### config.mk
export PLATFORM = sky130hd
export DESIGN_NAME = char_lcd_stream_sequencer_unit_flat
export DESIGN_NICKNAME = d
export VERILOG_FILES = /design/src/clss_pkg.sv /design/src/clss_cmd_if.sv /design/src/clss_byte_if.sv /design/src/clss_front.sv /design/src/clss_fifo.sv /design/src/clss_back.sv /design/src/char_lcd_stream_sequencer_unit.sv /design/src/flat_wrapper.sv
export VERILOG_INCLUDE_DIRS = /design/src /design/src/src
export SDC_FILE = /design/constraint.sdc
export NUM_CORES = 1
export LEC_CHECK = 0
export BUFFER_PORTS_ARGS = -buffer_cell sky130_fd_sc_hd__buf_2
export CAP_MARGIN = 20
export CORE_MARGIN = 2
export CORE_UTILIZATION = 54
export CTS_BUF_LIST = sky130_fd_sc_hd__clkbuf_16
export DETAILED_ROUTE_END_ITERATION = 12
export GPL_TIMING_DRIVEN = 1
export PLACE_DENSITY = 0.81
export SLEW_MARGIN = 10
export SYNTH_ARGS = -nofsm -noshare
export SYNTH_HDL_FRONTEND = slang
export SYNTH_SLANG_ARGS = --single-unit
### constraint.sdc
create_clock -name clk -period 5.1 [get_ports clk]
set_input_delay 1.53 -clock clk [delete_from_list [all_inputs] [get_ports clk]]
set_output_delay 1.53 -clock clk [all_outputs]
set_load 0.03 [all_outputs]
### src/char_lcd_stream_sequencer_unit_defines.svh
// ----------------------------------------------------------------------------
// Character LCD stream sequencer: assertion macros
// Shorthand for the concurrent checks written at the end of the top level.
// ----------------------------------------------------------------------------
`ifndef CHAR_LCD_STREAM_SEQUENCER_UNIT_DEFINES_SVH
`define CHAR_LCD_STREAM_SEQUENCER_UNIT_DEFINES_SVH

// Consequent must hold in the same cycle as the antecedent.
`define CLSS_ASSERT_NOW(lbl, ck, rstn, ante, cons, msg) \
	lbl: assert property (@(posedge ck) disable iff (!rstn) (ante) |-> (cons)) \
		else $error(msg);

// Consequent must hold in the cycle after the antecedent.
`define CLSS_ASSERT_NEXT(lbl, ck, rstn, ante, cons, msg) \
	lbl: assert property (@(posedge ck) disable iff (!rstn) (ante) |=> (cons)) \
		else $error(msg);

`endif

### src/clss_pkg.sv
// ----------------------------------------------------------------------------
// clss_pkg
// Shared types and constants of the character LCD stream sequencer.
// ----------------------------------------------------------------------------
package clss_pkg;

	localparam int COLUMNS = 16;

	localparam logic [7:0] CMD_CLEAR   = 8'h01;
	localparam logic [7:0] CMD_HOME    = 8'h02;
	localparam logic [7:0] CMD_LINE0   = 8'h80;
	localparam logic [7:0] CMD_LINE1   = 8'hC0;
	localparam logic [7:0] CHAR_NEWLINE = 8'd10;

	// Display set-up commands and the nibbles that wake the controller.
	localparam logic [7:0] CMD_FUNC_4BIT   = 8'h28;
	localparam logic [7:0] CMD_DISPLAY_OFF = 8'h08;
	localparam logic [7:0] CMD_ENTRY_MODE  = 8'h06;
	localparam logic [7:0] CMD_DISPLAY_ON  = 8'h0C;
	localparam logic [7:0] WAKE_NIBBLE     = 8'h30;
	localparam logic [7:0] FOUR_BIT_NIBBLE = 8'h20;

	typedef enum logic [2:0] {
		MODE_CHAR  = 3'd0,
		MODE_CLEAR = 3'd1,
		MODE_HOME  = 3'd2,
		MODE_SETPOS = 3'd3,
		MODE_INIT  = 3'd4
	} mode_t;

	// Transfers that come before the main one when the cursor wraps.
	typedef enum logic [1:0] {
		PRE_NONE      = 2'd0,
		PRE_LINE1     = 2'd1,
		PRE_CLEAR_TOP = 2'd2
	} pre_t;

	// One queued item of work for the byte sequencer.
	typedef struct packed {
		logic       init;
		pre_t       pre;
		logic       has_main;
		logic [7:0] value;
		logic       rs;
	} job_t;

	typedef struct packed {
		logic full;
		logic empty;
	} fifo_status_t;

	typedef struct packed {
		logic pop;
		logic busy;
	} back_status_t;

endpackage

### src/clss_cmd_if.sv
// ----------------------------------------------------------------------------
// clss_cmd_if
// Command channel: characters and display commands with valid/ready.
// ----------------------------------------------------------------------------
interface clss_cmd_if;
	logic       valid;
	logic       ready;
	logic [2:0] mode;
	logic [7:0] char_code;
	logic       target_line;
	logic [7:0] target_column;

	modport source(output valid, mode, char_code, target_line, target_column, input ready);
	modport sink(input valid, mode, char_code, target_line, target_column, output ready);
endinterface

### src/clss_byte_if.sv
// ----------------------------------------------------------------------------
// clss_byte_if
// Byte channel: expander bytes with their trailing wait, valid/ready.
// ----------------------------------------------------------------------------
interface clss_byte_if;
	logic        valid;
	logic        ready;
	logic [7:0]  expander_byte;
	logic [12:0] wait_after_us;
	logic        last;

	modport source(output valid, expander_byte, wait_after_us, last, input ready);
	modport sink(input valid, expander_byte, wait_after_us, last, output ready);
endinterface

### src/clss_front.sv
// ----------------------------------------------------------------------------
// clss_front
// Accepts command items, tracks the cursor and turns each item into a job.
// ----------------------------------------------------------------------------
module clss_front (
	input  logic          clk,
	input  logic          arst_n,
	clss_cmd_if.sink      cmd,
	input  logic          q_full,
	output logic          push,
	output clss_pkg::job_t job
);
	import clss_pkg::*;

	logic       line_q;
	logic [5:0] col_q;
	logic       accept;
	logic       wrapping;
	logic       line_d;
	logic [5:0] col_d;
	logic       known;
	logic [5:0] set_col;

	assign cmd.ready = !q_full;
	assign accept    = cmd.valid && cmd.ready;
	assign set_col   = 6'(cmd.target_column % COLUMNS);
	assign wrapping  = (cmd.char_code == CHAR_NEWLINE) || (col_q >= 6'(COLUMNS));

	always_comb begin
		job      = '0;
		job.pre  = PRE_NONE;
		line_d   = line_q;
		col_d    = col_q;
		known    = 1'b1;
		case (cmd.mode)
			MODE_CHAR: begin
				if (wrapping) begin
					job.pre = line_q ? PRE_CLEAR_TOP : PRE_LINE1;
					line_d  = ~line_q;
				end
				if (cmd.char_code == CHAR_NEWLINE) begin
					col_d = '0;
				end else begin
					job.has_main = 1'b1;
					job.value    = cmd.char_code;
					job.rs       = 1'b1;
					col_d        = wrapping ? 6'd1 : col_q + 6'd1;
				end
			end
			MODE_CLEAR: begin
				job.has_main = 1'b1;
				job.value    = CMD_CLEAR;
				line_d       = 1'b0;
				col_d        = '0;
			end
			MODE_HOME: begin
				job.has_main = 1'b1;
				job.value    = CMD_HOME;
				line_d       = 1'b0;
				col_d        = '0;
			end
			MODE_SETPOS: begin
				job.has_main = 1'b1;
				job.value    = (cmd.target_line ? CMD_LINE1 : CMD_LINE0) + {2'b00, set_col};
				line_d       = cmd.target_line;
				col_d        = set_col;
			end
			MODE_INIT: begin
				job.init = 1'b1;
				line_d   = 1'b0;
				col_d    = '0;
			end
			default: begin
				known = 1'b0;
			end
		endcase
	end

	// Unused modes are taken and dropped without touching the cursor.
	assign push = accept && known;

	always_ff @(posedge clk or negedge arst_n) begin
		if (!arst_n) begin
			line_q <= 1'b0;
			col_q  <= '0;
		end else if (push) begin
			line_q <= line_d;
			col_q  <= col_d;
		end
	end
endmodule

### src/clss_fifo.sv
// ----------------------------------------------------------------------------
// clss_fifo
// Two-entry job queue between the front and the byte sequencer.
// ----------------------------------------------------------------------------
module clss_fifo (
	input  logic                  clk,
	input  logic                  arst_n,
	input  logic                  push,
	input  clss_pkg::job_t        wr_job,
	input  logic                  pop,
	output clss_pkg::job_t        rd_job,
	output clss_pkg::fifo_status_t status
);
	import clss_pkg::*;

	job_t       mem_q [2];
	logic       wr_ptr_q;
	logic       rd_ptr_q;
	logic [1:0] count_q;
	logic       do_push;
	logic       do_pop;

	assign status.full  = (count_q == 2'd2);
	assign status.empty = (count_q == 2'd0);
	assign do_push      = push && !status.full;
	assign do_pop       = pop && !status.empty;
	assign rd_job       = mem_q[rd_ptr_q];

	always_ff @(posedge clk) begin
		if (do_push) begin
			mem_q[wr_ptr_q] <= wr_job;
		end
	end

	always_ff @(posedge clk or negedge arst_n) begin
		if (!arst_n) begin
			wr_ptr_q <= 1'b0;
			rd_ptr_q <= 1'b0;
			count_q  <= '0;
		end else begin
			if (do_push) begin
				wr_ptr_q <= ~wr_ptr_q;
			end
			if (do_pop) begin
				rd_ptr_q <= ~rd_ptr_q;
			end
			count_q <= count_q + {1'b0, do_push} - {1'b0, do_pop};
		end
	end
endmodule

### src/clss_back.sv
// ----------------------------------------------------------------------------
// clss_back
// Expands queued jobs into expander bytes, one byte per cycle while lcd.ready is high.
// ----------------------------------------------------------------------------
module clss_back (
	input  logic                   clk,
	input  logic                   arst_n,
	input  clss_pkg::job_t         job,
	input  logic                   q_empty,
	output clss_pkg::back_status_t status,
	clss_byte_if.source            lcd
);
	import clss_pkg::*;

	typedef struct packed {
		logic [7:0]  value;
		logic        rs;
		logic        nib_only;
		logic [12:0] tail;
		logic        final_xfer;
	} xfer_t;

	localparam logic [12:0] WAIT_ENABLE   = 13'd1;
	localparam logic [12:0] WAIT_NIBBLE   = 13'd50;
	localparam logic [12:0] WAIT_CMD      = 13'd100;
	localparam logic [12:0] WAIT_SLOW_CMD = 13'd2050;
	localparam logic [12:0] WAIT_POWERUP  = 13'd5050;
	localparam logic [12:0] WAIT_INIT     = 13'd200;

	function automatic logic [12:0] cmd_tail(input logic [7:0] v, input logic rs);
		cmd_tail = (!rs && (v inside {CMD_CLEAR, CMD_HOME})) ? WAIT_SLOW_CMD : WAIT_CMD;
	endfunction

	// Describes transfer number idx of a job.
	function automatic xfer_t xfer_desc(input job_t j, input logic [3:0] idx);
		xfer_t      d;
		logic [1:0] npre;
		d    = '0;
		npre = (j.pre == PRE_NONE) ? 2'd0 : ((j.pre == PRE_LINE1) ? 2'd1 : 2'd2);
		if (j.init) begin
			case (idx)
				4'd0: begin d.value = WAKE_NIBBLE; d.nib_only = 1'b1; d.tail = WAIT_POWERUP; end
				4'd1: begin d.value = WAKE_NIBBLE; d.nib_only = 1'b1; d.tail = WAIT_INIT; end
				4'd2: begin d.value = WAKE_NIBBLE; d.nib_only = 1'b1; d.tail = WAIT_INIT; end
				4'd3: begin d.value = FOUR_BIT_NIBBLE; d.nib_only = 1'b1; d.tail = WAIT_INIT; end
				4'd4: d.value = CMD_FUNC_4BIT;
				4'd5: d.value = CMD_DISPLAY_OFF;
				4'd6: d.value = CMD_CLEAR;
				4'd7: d.value = CMD_ENTRY_MODE;
				default: begin d.value = CMD_DISPLAY_ON; d.final_xfer = 1'b1; end
			endcase
			if (!d.nib_only) begin
				d.tail = cmd_tail(d.value, 1'b0);
			end
		end else if (idx < {2'b00, npre}) begin
			if (j.pre == PRE_LINE1) begin
				d.value = CMD_LINE1;
			end else begin
				d.value = (idx == 4'd0) ? CMD_CLEAR : CMD_LINE0;
			end
			d.tail       = cmd_tail(d.value, 1'b0);
			d.final_xfer = (idx == {2'b00, npre} - 4'd1) && !j.has_main;
		end else begin
			d.value      = j.value;
			d.rs         = j.rs;
			d.tail       = cmd_tail(j.value, j.rs);
			d.final_xfer = 1'b1;
		end
		return d;
	endfunction

	job_t        job_q;
	logic        busy_q;
	logic [3:0]  xidx_q;
	logic        half_q;
	logic [1:0]  phase_q;
	logic        ov_q;
	logic [7:0]  obyte_q;
	logic [12:0] owait_q;
	logic        olast_q;

	xfer_t       d;
	logic [3:0]  nib;
	logic        final_nib;
	logic        last_byte;
	logic        emit;
	logic        pop;
	logic [7:0]  byte_d;
	logic [12:0] wait_d;

	always_comb begin
		d         = xfer_desc(job_q, xidx_q);
		nib       = half_q ? d.value[3:0] : d.value[7:4];
		final_nib = d.nib_only || half_q;
		last_byte = (phase_q == 2'd2) && final_nib && d.final_xfer;
		// Backlight always on, read/write always low.
		byte_d    = {nib, 1'b1, (phase_q == 2'd1), 1'b0, d.rs};
		case (phase_q)
			2'd0:    wait_d = '0;
			2'd1:    wait_d = WAIT_ENABLE;
			default: wait_d = final_nib ? d.tail : WAIT_NIBBLE;
		endcase
	end

	assign emit = busy_q && (!ov_q || lcd.ready);
	assign pop  = !q_empty && (!busy_q || (emit && last_byte));

	assign status.pop  = pop;
	assign status.busy = busy_q;

	assign lcd.valid         = ov_q;
	assign lcd.expander_byte = obyte_q;
	assign lcd.wait_after_us = owait_q;
	assign lcd.last          = olast_q;

	always_ff @(posedge clk) begin
		if (pop) begin
			job_q <= job;
		end
		if (emit) begin
			obyte_q <= byte_d;
			owait_q <= wait_d;
			olast_q <= last_byte;
		end
	end

	always_ff @(posedge clk or negedge arst_n) begin
		if (!arst_n) begin
			busy_q  <= 1'b0;
			xidx_q  <= '0;
			half_q  <= 1'b0;
			phase_q <= '0;
			ov_q    <= 1'b0;
		end else begin
			if (emit) begin
				ov_q <= 1'b1;
			end else if (lcd.ready) begin
				ov_q <= 1'b0;
			end

			if (pop) begin
				busy_q  <= 1'b1;
				xidx_q  <= '0;
				half_q  <= 1'b0;
				phase_q <= '0;
			end else if (emit) begin
				if (phase_q != 2'd2) begin
					phase_q <= phase_q + 2'd1;
				end else begin
					phase_q <= '0;
					if (!final_nib) begin
						half_q <= 1'b1;
					end else begin
						half_q <= 1'b0;
						if (d.final_xfer) begin
							busy_q <= 1'b0;
						end else begin
							xidx_q <= xidx_q + 4'd1;
						end
					end
				end
			end
		end
	end
endmodule

### src/char_lcd_stream_sequencer_unit.sv
// ----------------------------------------------------------------------------
// char_lcd_stream_sequencer_unit
// Turns characters and display commands into expander bytes for a 4-bit LCD.
// ----------------------------------------------------------------------------
// Usage:
// The cmd channel takes one item per cycle while the job queue has room: a
// character, clear, home, set position or initialize. Modes 5 to 7 are taken
// and dropped. The lcd channel gives the expander bytes, each with the wait
// in microseconds that must follow it on the link; last marks the final byte
// of an item. A character gives 6 bytes, 12 when it wraps to line two and 18
// when it clears the screen, a newline 6 fewer; a command gives 6 and
// initialize gives 42. The first byte of an item passes through the job
// queue, the job register and the byte register before it appears. The
// byte sequencer sends one byte per cycle while lcd.ready is high; the
// two-entry job queue lets the front keep taking items meanwhile. When the
// receiver stalls, the byte register holds, the queue fills and cmd.ready
// drops. Reset puts the cursor at the top left and empties queue and output.
// ----------------------------------------------------------------------------
`include "char_lcd_stream_sequencer_unit_defines.svh"

module char_lcd_stream_sequencer_unit (
	input  logic        clk,
	input  logic        arst_n,
	clss_cmd_if.sink    cmd,
	clss_byte_if.source lcd
);
	import clss_pkg::*;

	job_t         push_job;
	job_t         head_job;
	logic         push;
	fifo_status_t fifo_st;
	back_status_t back_st;

	clss_front u_front (
		.clk    (clk),
		.arst_n (arst_n),
		.cmd    (cmd),
		.q_full (fifo_st.full),
		.push   (push),
		.job    (push_job)
	);

	clss_fifo u_fifo (
		.clk    (clk),
		.arst_n (arst_n),
		.push   (push),
		.wr_job (push_job),
		.pop    (back_st.pop),
		.rd_job (head_job),
		.status (fifo_st)
	);

	clss_back u_back (
		.clk     (clk),
		.arst_n  (arst_n),
		.job     (head_job),
		.q_empty (fifo_st.empty),
		.status  (back_st),
		.lcd     (lcd)
	);

	`CLSS_ASSERT_NOW(a_full_stalls, clk, arst_n, fifo_st.full, !cmd.ready,
		"cmd taken with queue full")
	`CLSS_ASSERT_NEXT(a_pop_busy, clk, arst_n, back_st.pop, back_st.busy,
		"popped job not started")
	`CLSS_ASSERT_NOW(a_last_wait, clk, arst_n, lcd.valid && lcd.last,
		lcd.wait_after_us >= 13'd100, "short wait on final byte")
endmodule

### src/flat_wrapper.sv
// flat-port wrapper written by rule: the top's interface ports become plain ports
module char_lcd_stream_sequencer_unit_flat import clss_pkg::*;
  (clk, arst_n, cmd_valid, cmd_mode, cmd_char_code, cmd_target_line, cmd_target_column, cmd_ready, lcd_valid, lcd_expander_byte, lcd_wait_after_us, lcd_last, lcd_ready);
  clss_cmd_if cmd_i ();
  clss_byte_if lcd_i ();
  input  logic clk;
  input  logic arst_n;
  input wire logic [$bits(cmd_i.valid)-1:0] cmd_valid;
  input wire logic [$bits(cmd_i.mode)-1:0] cmd_mode;
  input wire logic [$bits(cmd_i.char_code)-1:0] cmd_char_code;
  input wire logic [$bits(cmd_i.target_line)-1:0] cmd_target_line;
  input wire logic [$bits(cmd_i.target_column)-1:0] cmd_target_column;
  output wire logic [$bits(cmd_i.ready)-1:0] cmd_ready;
  output wire logic [$bits(lcd_i.valid)-1:0] lcd_valid;
  output wire logic [$bits(lcd_i.expander_byte)-1:0] lcd_expander_byte;
  output wire logic [$bits(lcd_i.wait_after_us)-1:0] lcd_wait_after_us;
  output wire logic [$bits(lcd_i.last)-1:0] lcd_last;
  input wire logic [$bits(lcd_i.ready)-1:0] lcd_ready;
  assign cmd_i.valid = cmd_valid;
  assign cmd_i.mode = cmd_mode;
  assign cmd_i.char_code = cmd_char_code;
  assign cmd_i.target_line = cmd_target_line;
  assign cmd_i.target_column = cmd_target_column;
  assign cmd_ready = cmd_i.ready;
  assign lcd_valid = lcd_i.valid;
  assign lcd_expander_byte = lcd_i.expander_byte;
  assign lcd_wait_after_us = lcd_i.wait_after_us;
  assign lcd_last = lcd_i.last;
  assign lcd_i.ready = lcd_ready;
  char_lcd_stream_sequencer_unit u_core (.clk(clk), .arst_n(arst_n), .cmd(cmd_i), .lcd(lcd_i));
endmodule
Word level (Yosys, flattened, before mapping)
Memory sizes are Yosys's and may differ from the RTL's. A register that Yosys moved wholly into a read port is not among the register bits.
Cells that the tools add are included.
{"block": "classes", "muxes": 58, "bitwise": 3, "reduce_logical": 45, "shifts": 0, "n_eq_ne": 27, "n_div": 0, "order_cmp": 2, "n_mul": 0, "n_addsub": 7}
{"cell": "$mux W8", "n": 7}
{"cell": "$mux W13", "n": 3}
{"cell": "$mux W12", "n": 3}
{"cell": "$pmux W6 S6", "n": 1}
{"cell": "$pmux W9 S4", "n": 1}
{"cell": "$mux W14", "n": 2}
{"cell": "$pmux W14 S2", "n": 1}
{"cell": "$pmux W13 S2", "n": 1}
{"cell": "$eq A8 B1 Y1 const B", "n": 3}
{"cell": "$eq A8 B2 Y1 const B", "n": 3}
{"cell": "$mux W4", "n": 6}
{"cell": "$mux W1", "n": 19}
{"cell": "$pmux W6 S3", "n": 1}
{"cell": "$eq A4 B3 Y1 const B", "n": 4}
{"cell": "$mux W2", "n": 8}
{"cell": "$reduce_bool A2 Y1", "n": 7}
{"cell": "$mux W6", "n": 2}
{"cell": "$logic_and A1 B1 Y1", "n": 11}
{"cell": "$mux W10", "n": 1}
{"cell": "$reduce_or A3 Y1", "n": 3}
{"cell": "$add A8 B4 Y8", "n": 1}
{"cell": "$eq A4 B2 Y1 const B", "n": 2}
{"cell": "$eq A8 B4 Y1 const B", "n": 1}
{"cell": "$reduce_and A4 Y1", "n": 2}
{"cell": "31 further kinds", "n": 49}
{"block": "totals", "inputBits": 24, "ramBits": 26, "memories": 1, "latchBits": 0, "register_bits": 40, "mem_bits_ro": 0}
{"memory": "u_core.u_fifo.mem_q", "depth": 2, "word_bits": 13, "read_ports": 1, "rd_clocked_by_memory_dff": 1, "write_ports": 1, "line_no": "clss_fifo.sv:16", "source": "job_t mem_q [2];"}

Logic depth before layout (Yosys ltp)
{"block": "logic_depth", "ltp_word": 17, "mapped_depth": 11, "mapped_depth_nobuf": 11}

Hierarchy
Synthesis repeated with hierarchy kept, for this count alone.
{"block": "hier_totals", "cells_unflattened": 307, "hier_area_um2": 3691.0}
{"module": "clss_back", "seq_area_each_um2": 1066.0, "area_per_inst_um2": 1920.6, "cells_per_inst": 176, "instances": 1}
{"module": "clss_fifo", "seq_area_each_um2": 880.8, "area_per_inst_um2": 1138.6, "cells_per_inst": 58, "instances": 1}
{"module": "clss_front", "seq_area_each_um2": 175.2, "area_per_inst_um2": 631.9, "cells_per_inst": 73, "instances": 1}

Worst setup path after synthesis
OpenSTA, ideal clock, no wires.
{"block": "synth_path", "path_kind": "input-to-reg", "from": "in lcd_ready", "to": "reg u_core.u_fifo.count_q[1]", "arrival_time_ns": 3.230, "setup_time_ns": 0.080, "n_path_buf": 0, "cell_stages": 9, "required_time_ns": 5.020, "setup_slack_ns": 1.790, "path_cell_list": "nand2b_1 nand3_1 a211o_1 a21oi_4 ha_1 inv_1 ha_1 xnor2_1 xnor2_1"}
{"block": "synth_via", "elab_chain_cells": 7}
{"item": "start, declared", "line_no": "flat_wrapper.sv:18", "source": "input wire logic [$bits(lcd_i.ready)-1:0] lcd_ready;"}
{"item": "$logic_or A1 B1 Y1", "line_no": "clss_back.sv:105", "source": "assign emit = busy_q && (!ov_q || lcd.ready);"}
{"item": "$logic_and A1 B1 Y1", "line_no": "clss_back.sv:105"}
{"item": "$logic_and A1 B1 Y1", "line_no": "clss_back.sv:106", "source": "assign pop = !q_empty && (!busy_q || (emit && last_byte));"}
{"item": "$logic_or A1 B1 Y1", "line_no": "clss_back.sv:106"}
{"item": "$logic_and A1 B1 Y1", "line_no": "clss_back.sv:106"}
{"item": "net u_core.u_back.pop", "line_no": "clss_back.sv:87", "source": "logic pop;"}
{"item": "$logic_and A1 B1 Y1", "line_no": "clss_fifo.sv:26", "source": "assign do_pop = pop && !status.empty;"}
{"item": "$sub A2 B1 Y2", "line_no": "clss_fifo.sv:47", "source": "count_q <= count_q + {1'b0, do_push} - {1'b0, do_pop};"}
{"item": "end signal, assigned", "line_no": "clss_fifo.sv:47"}
{"item": "end, declared", "line_no": "clss_fifo.sv:19", "source": "logic [1:0] count_q;"}
The timed path passes the listed nets, and every way through them passes these cells.
A chain may end at the register's enable or synchronous reset.

Worst setup path after layout
{"block": "layout_path", "from": "in cmd_mode[1]", "to": "mem u_core.u_fifo.mem_q[0][8] in the netlist's numbering (enable)"}
{"block": "layout_via", "elab_chain_cells": 7, "word_cells_on_any_way": 11, "classes_between": "4 x eq/ne; 3 x mux; 4 x reduce/logical"}
{"item": "start, declared", "line_no": "flat_wrapper.sv:9", "source": "input wire logic [$bits(cmd_i.mode)-1:0] cmd_mode;"}
{"item": "$eq A3 B2 Y1 (tied with other cells)", "line_no": "clss_front.sv:35", "source": "case (cmd.mode)"}
{"item": "$reduce_or A5 Y1 (no line) (*)"}
{"item": "$mux W1 (*)", "line_no": "clss_front.sv:35"}
{"item": "$logic_and A1 B1 Y1 (*)", "line_no": "clss_front.sv:80", "source": "assign push = accept && known;"}
{"item": "$logic_and A1 B1 Y1 (*)", "line_no": "clss_fifo.sv:25", "source": "assign do_push = push && !status.full;"}
{"item": "$mux W1 (*)", "line_no": "clss_fifo.sv:30", "source": "if (do_push) begin"}
{"item": "$mux W1 (implied by the code) (*)", "line_no": "clss_fifo.sv:31", "source": "mem_q[wr_ptr_q] <= wr_job;"}
{"item": "end, declared", "line_no": "clss_fifo.sv:16"}
Mark *: on every way between the ends. The rest lies on a longest branch, timed or not.

==> run_results.csv <==
group,metric,value,unit
routing,wl_met2,3200,um
timing,worstMarginPinSlew,0.728,ns
cts,clock_latency,0.34,ns
timing,whs,0.509,ns
worst_hold_path,worstHoldPathType,"reg2reg",
global_route,grt_pass1_wl,10800,um
floorplan,floorplan.initialDensity,55.5,%
synth,ys.flop_type,"edfxtp_1",
routing,totalWireLength,6290,um
worst_setup_path,critPathLaunchType,"input port",
layout,drive_above_1_share,24.8,%
routing,vias,2325,
cts,cts.reportedPaths.clkPinSlew,0.06,ns
cts,postCtsSetupBuffers,0,
routing,drt-met1-wl,2660,um
timing,period_share,64.4,%
routing,wl_met3,281,um
cts,cts_hold_buf,0,
routing,top_layer_used,"met4",
place,gp_congestion,0.885,
layout,layout.nets,358,
power_and_ir_drop,powerDensity,512,nW/um^2
outcome,status,"completed",
timing,tns,0,ns
worst_setup_path,cp.required,5.15,ns
synth,ys_ff_latch,74,
floorplan,die-area,7150,um^2
global_route,grt_start_max_net_pins,21,
routing,drc,0,
floorplan,coreArea,6310,um^2
cts,clk_path_buf_depth,2,
cts,postCtsResizedCells,0,
worst_setup_path,cp_max_fo,9,
cts,cts_sinks,74,
synth,synth_largest_area_cell,"edfxtp_1",
cts,cts_tree,"yes",
global_route,grt_pass1_vias,2312,
layout,syn_to_final_growth,15.1,%
worst_setup_path,cp-end-kind,"flop",
timing,fmax,0.304,GHz
floorplan,ios,48,
synth,synthTopCellsByCount,"edfxtp_1 (54), nand2_1 (30), dfrtp_1 (20)",
layout,antennaDiodeCount,0,
synth,synthArstFlopShare,27.0,%
floorplan,die_y,84.6,um
worst_setup_path,r2r_setup_slack,1.97,ns
cts,htreeDepth,3,
synth,synth-seq-area-share,60.5,%
timing,rsz0062_at_grt,"false",
power_and_ir_drop,power.leakage,0.00164,uW
layout,fillCellCount,504,
timing,setup_viol,0,
routing,viasPerCell,5.71,
timing,final_max_slew_viol_count,0,
synth,synth_area_leaders,"edfxtp_1 (46%), dfrtp_1 (14%), mux2_2 (4.2%), ha_1 (3.2%), nand2_1 (3.2%)",
power_and_ir_drop,ir_drop,0.276,mV
cts,cts_made_buffers,9,
routing,post_drt_wl_per_cell,15.5,um
place,port_buffers,40,
floorplan,die_w,84.6,um
worst_setup_path,crit_type,"in2reg",
synth,postSynthCellCount,286,
synth,syn_avg_cell_area,12.3,um^2
timing,period_minus_slack,3.29,ns
global_route,grt_overflow,0,
global_route,antenna_found_initial,0,
timing,skew,0.00777,ns
routing,ant_nets,0,
layout,fin_util,63.9,%
synth,synth_enable_flop_cells,54,
routing,drt_iter0_drc,112,
floorplan,rows,29,
synth,synth_most_common_cell,"edfxtp_1",
synth,syn_area,3510,um^2
routing,drt_first_pass_iters,4,
global_route,track_usage,19.5,%
place,pre_cts_slack,1.31,ns
synth,yosys.area.top_type_share,46.3,%
timing,hold_violations,0,
flow_run,maxCapViolCount,0,
synth,yosysUniqueCellTypes,55,
worst_setup_path,arrival,3.34,ns
timing,relSlewSlack,51.1,%
cts,clock-root-buffer,"clkbuf_16",
timing,finalWorstSetupSlack,1.81,ns
place,hpwlAfterDp,4440,um
synth,synth-warning-count,0,
-- registers in the layout (all words and copies together) (netlist names), 2 cells and up --
register	count
u_core.u_fifo.mem_q	26
u_core.u_back.job_q	13
u_core.u_back.lcd.wait_after_us	8
u_core.u_back.lcd.expander_byte	6
u_core.u_front.col_q	6
u_core.u_back.xidx_q	4
u_core.u_back.phase_q	2
u_core.u_fifo.count_q	2
-- area by class of cell --
cell class	count	area (um^2)	area share (%)
Inverter	10	37.5	0.930
Tap cell	77	96.3	2.39
Clock inverter	7	83.8	2.08
Clock buffer	9	225	5.58
Timing Repair Buffer	41	208	5.15
Sequential cell	74	2120	52.6
Multi-Input combinational cell	189	1260	31.3
-- layer usage --
layer | track usage (%) | vias to the layer above
li1 | - | 1130
met4 | 9.96 | 0
met2 | 33.4 | 69
met1 | 23.3 | 1112
met3 | 4.03 | 14
met5 | 0 | -
-- stage by stage --
step                std cells  total power (uW)  cell area (um^2)
global route              407              2180              4040
global placement          390              1400              3720
CTS                       406              2080              4030
detailed placement        390              1420              3720
finish                    407              2070              4040
floorplan                 287              1300              3510
-- path summary, 6_finish.rpt --
path,start,to,depth (start not counted)
min in group asynchronous,arst_n,u_core.u_front.col_q[0],1
setup reg to reg,u_core.u_back.job_q[11],u_core.u_fifo.count_q[1],11
setup / recovery,cmd_mode[1],u_core.u_fifo.mem_q[0][8],6
hold / removal,u_core.u_fifo.count_q[1],u_core.u_fifo.count_q[1],1
max in group asynchronous,arst_n,u_core.u_back.half_q,1
hold reg to reg,u_core.u_fifo.count_q[1],u_core.u_fifo.count_q[1],1
-- kinds of logic after synthesis --
kind of cell               after synthesis  synth area share [%]
AOI/OAI and AO/OA                       56                  11.2
xor gates and xnor gates                 5                  1.25
adders and majority gates                9                  3.21
buffers and inverters                   24                  3.53
DFF                                     74                  60.5
muxes                                   15                  4.75
other                                    2                 0.214
and+or+nand+nor                        101                  15.3
-- worst max-delay path, stage by stage --
cell and delay (ns):
buf_2 0.13, o21ai_1 0.32, and3_1 0.41, inv_2 0.16, nor2_1 0.51, buf_4 0.28
-- layout by cell type, fill, tap and decap left out, drive strengths merged, types with 4 or more instances in the layout --
cell,count
mux2,13
o21ai,11
a22o,4
a31oi,4
and3,5
nand3,8
and2,8
nor3,5
nor2,19
ha,9
nor4,4
a221oi,5
edfxtp,54
dfrtp,20
nand2,30
clkbuf,9
nor2b,7
buf,41
a21oi,15
inv,14
nand2b,4
-- power by group --
part	switching (uW)	total [uW]	internal, uW	leakage (uW)
clock network	263	651	388	0.000149
registers	100	888	788	0.000756
logic	315	526	211	0.000737
total	678	2070	1390	0.00164
No activity file was read; power rests on OpenSTA's default activity.
